File: src/hdl/mse_pkg.sv
// Shared types and constants for the merge sort engine.
`default_nettype none

package mse_pkg;

  localparam int KEY_W        = 32;
  localparam int MAX_KEYS_DEF = 64;

  typedef struct packed {
    logic signed [KEY_W-1:0] key_in;
    logic                    batch_end;
  } in_item_t;

  typedef struct packed {
    logic signed [KEY_W-1:0] key_out;
    logic                    last_out;
    logic                    overflowed;
  } out_item_t;

endpackage

`default_nettype wire

File: src/hdl/mse_ram.sv
// Key memory: one write port, two registered read ports.
`default_nettype none

module mse_ram #(
  parameter int DEPTH = mse_pkg::MAX_KEYS_DEF
) (
  input  wire logic                           clk,
  input  wire logic                           we,
  input  wire logic [$clog2(DEPTH)-1:0]       waddr,
  input  wire logic [mse_pkg::KEY_W-1:0]      wdata,
  input  wire logic [$clog2(DEPTH)-1:0]       raddr_a,
  input  wire logic [$clog2(DEPTH)-1:0]       raddr_b,
  output logic      [mse_pkg::KEY_W-1:0]      rdata_a,
  output logic      [mse_pkg::KEY_W-1:0]      rdata_b
);

  logic [mse_pkg::KEY_W-1:0] mem [DEPTH];

  always_ff @(posedge clk) begin
    if (we) begin
      mem[waddr] <= wdata;
    end
    rdata_a <= mem[raddr_a];
    rdata_b <= mem[raddr_b];
  end

endmodule

`default_nettype wire

File: config.mk
export PLATFORM = sky130hd
export DESIGN_NAME = mse_ram
export DESIGN_NICKNAME = d
export VERILOG_FILES = /design/src/hdl/mse_pkg.sv /design/src/hdl/mse_ram.sv
export SDC_FILE = /design/constraint.sdc
export NUM_CORES = 2
export LEC_CHECK = 0
export ABC_CLOCK_PERIOD_IN_PS = 4100
export BUFFER_PORTS_ARGS = -buffer_cell sky130_fd_sc_hd__buf_2
export CAP_MARGIN = 25
export CORE_MARGIN = 10
export CORE_UTILIZATION = 50
export DETAILED_ROUTE_END_ITERATION = 10
export PLACE_DENSITY = 0.66
export SETUP_SLACK_MARGIN = 0.15
export SLEW_MARGIN = 10
export SYNTH_ARGS = -nofsm -noshare
export SYNTH_HDL_FRONTEND = slang
export SYNTH_SLANG_ARGS = --single-unit
File: constraint.sdc
create_clock -name clk -period 4.1 [get_ports clk]
set_input_delay 0 -clock clk [delete_from_list [all_inputs] [get_ports clk]]
set_output_delay 0 -clock clk [all_outputs]
set_load 0.01 [all_outputs]
==> flow_summary.toml <==
[layout]
layout_commonest_cell = "sky130_fd_sc_hd__edfxtp_1"
fill_cells = 13860
design_area_um2 = 108500
area_added_between_synthesis_and_finish_pct = 13.37
mostFrequentLayoutCells = "sky130_fd_sc_hd__edfxtp_1, sky130_fd_sc_hd__mux4_2, sky130_fd_sc_hd__clkbuf_16"
utilization = 0.5703
drive_gt1_frac = 0.3908
fin_nets = 4730

[clock_tree]
numClockSinks = 2112
clk_latency_ns = 0.86
cts.path.max_buffers = 3
hold_buffers = 44
clk_pin_slew_ns = 0.06
root_buffer = "sky130_fd_sc_hd__clkbuf_16"
post_cts_resize_count = 0
htreeDepth = 4
cts_buffers = 210
cts_tree = "yes"
post_cts_buffers = 0

[job]
maxCapViolCount = 0

[synthesis]
synth-seq-area-share = 0.6563
synthesis.area_um2 = 95660
post_synth.cell_area_avg_um2 = 21.68
synth.largest_area_cell = "sky130_fd_sc_hd__edfxtp_1"
ys_warn_count = 0
syn_inst = 4412
area_share_of_the_largest_cell_type_after_synthesis = 0.6429
netlist_top_cells_area = "sky130_fd_sc_hd__edfxtp_1, sky130_fd_sc_hd__mux4_2, sky130_fd_sc_hd__mux2i_1, sky130_fd_sc_hd__dfxtp_1, sky130_fd_sc_hd__a22oi_1"
synth_fp_nets = 4464
synth_seq_cells = 2112
synth_cell_type_count = 38

[pwr]
leakagePower_uw = 0.03417
power_density_nw_per_um2 = 437.6
vdd_ir_drop_max_uv = 391.6

[setup_path]
crit_path_max_fanout = 2
critical_path_class = "register to register"
worst-endpoint-arrival_ns = 3.58
cp-start-kind = "register"
timing.critical_path.required_ns = 4.82
endpoint_kind = "register"

[placement]
place.port_buffers = 115
placedInstanceArea_um2 = 100500
gp_congestion = 0.8234
hpwl_after_detailed_placement_um = 167100

[die]
core-area_um2 = 190200
ios = 116
num_rows = 160
vertical_die_dimension_um = 457.4
starting_density_of_the_core = 0.5030
design.die.area_um2 = 209200
die_x_um = 457.4

[sta]
rsz0062_at_grt = "false"
max_slew.worst_pin.slew_ns = 1.305
highest_attainable_clock_frequency_mhz = 350.4
period_needed_ns = 2.854
setup_skew_ns = 0.03275
setup-violations-final = 0
final_hold_fails = 0
layout_worst_path_cycle_share = 0.6962
maxSlewViolCount = 0
setup-tns-final_ns = 0
timing.slew.headroom = 0.1302

[global_route]
grt_pass1_vias = 52380
overflow = 0
grt_first_pass_wirelength_um = 407300
antenna_found_initial = 17
maximum_number_of_pins_on_one_net_before_global_route_repair = 80
total_global_route_track_usage = 0.2743

[drt]
finalWirelength_um = 289700
drcViolationCount = 0
detailroute.via_count = 52290
detail_route.wl_per_cell_um = 39.24
number_of_nets_with_antenna_violations_after_detailed_routing = 0
detail_route.vias_per_cell = 7.082
drt_iter0_drc = 7515
detailedRoute.firstPassIterationCount = 5

[worst_hold_path]
holdCritPathClass = "input port to register"

[outcome]
status = "completed"
==> stage by stage <==
stage	hold WS (ns)	total power [uW]	setup WS, ns	instances
final	0.07282	47460	1.246	7384
after global routing	0.07886	48730	1.214	7379
after CTS	0.01292	47560	1.265	7350
after detailed placement	0.3976	28390	0.9353	6907
after global placement	0.3993	28340	0.9307	6901
after floorplan	0.09887	26760	0.9092	4412
==> final timing paths <==
check / from / to / slack [ns] / cells past startpoint
worst max-delay path: mem[23][6] / rdata_a[6] / 1.25 / 6
worst min-delay path: wdata[21] / mem[53][21] / 0.07 / 2
worst max register to register: mem[23][6] / rdata_a[6] / 1.25 / 6
worst min register to register: mem[38][21] / rdata_a[21] / 0.87 / 4
==> layout make-up <==
cell class	count	area (um2)	share of cell area
sequential	2112	62780	0.5789
tap	2511	3142	0.02897
inverter	1	3.754	0.00003461
multi-input combinational	1952	31640	0.2918
clock inverter	114	1105	0.01019
antenna	8	20.02	0.0001846
clock buffer	285	5823	0.05369
timing repair buffer	401	3939	0.03632
==> where the power goes <==
group	switching, uW	internal (uW)	leakage, uW
registers	175	23900	0.0190
logic	2290	1690	0.0118
clock network	8280	11100	0.00339
==> metal layers <==
| layer | up-vias | global-route usage | share of wire |
|---|---|---|---|
| met5 | - | 0 | 0.00019 |
| met4 | 8 | 0.09310 | 0.037 |
| li1 | 20080 | - | - |
| met3 | 537 | 0.06574 | 0.12 |
| met1 | 28250 | 0.3864 | 0.38 |
| met2 | 3421 | 0.4236 | 0.47 |
==> synthesized netlist by cell type (all sizes together) <==
| library cell | number |
|---|---|
| edfxtp | 2048 |
| mux4 | 1124 |
| buf | 212 |
| mux2i | 204 |
| clkbuf | 135 |
| nor2 | 94 |
| nand2 | 93 |
| a22oi | 85 |
| dfxtp | 64 |
| a21oi | 58 |
| o22ai | 56 |
| o21ai | 49 |
| mux2 | 36 |
| o211ai | 27 |
| nor2b | 19 |
| o221ai | 16 |
| a211oi | 15 |
| a221oi | 13 |
| a32oi | 9 |
| nand3 | 9 |
| o32a | 9 |
| nand2b | 8 |
| and2 | 6 |
| nand3b | 6 |
| nor3 | 3 |
| or2 | 3 |
| nand4 | 2 |
| or3 | 2 |
| or3b | 2 |
| a21boi | 1 |
| inv | 1 |
| nand4b | 1 |
| o211a | 1 |
| o41ai | 1 |
==> cells by family (layout without fill, tap and decap cells) <==
kind of cell	Yosys count	in the layout	synth area share
compound gates	340	340	0.02392
buf+inv	348	801	0.01826
flops	2112	2112	0.6563
mux	1364	1364	0.2902
other cells	0	8	0
simple gates	248	248	0.01133
==> worst max-delay path: stages, from the launching register on <==
cell,delay (ns)
sky130_fd_sc_hd__edfxtp_1,0.42
sky130_fd_sc_hd__mux4_2,0.50
sky130_fd_sc_hd__mux4_2,0.51
sky130_fd_sc_hd__nand3b_1,0.10
sky130_fd_sc_hd__dlygate4sd3_1,0.54
sky130_fd_sc_hd__nand3_1,0.09
sky130_fd_sc_hd__dlygate4sd3_1,0.58
==> sequential cells by signal (all words and copies together), names as in the netlist <==
| signal | count |
|---|---|
| rdata_b | 32 |
| mem | 2048 |
| rdata_a | 32 |
Power figures use the tool's default switching activity.
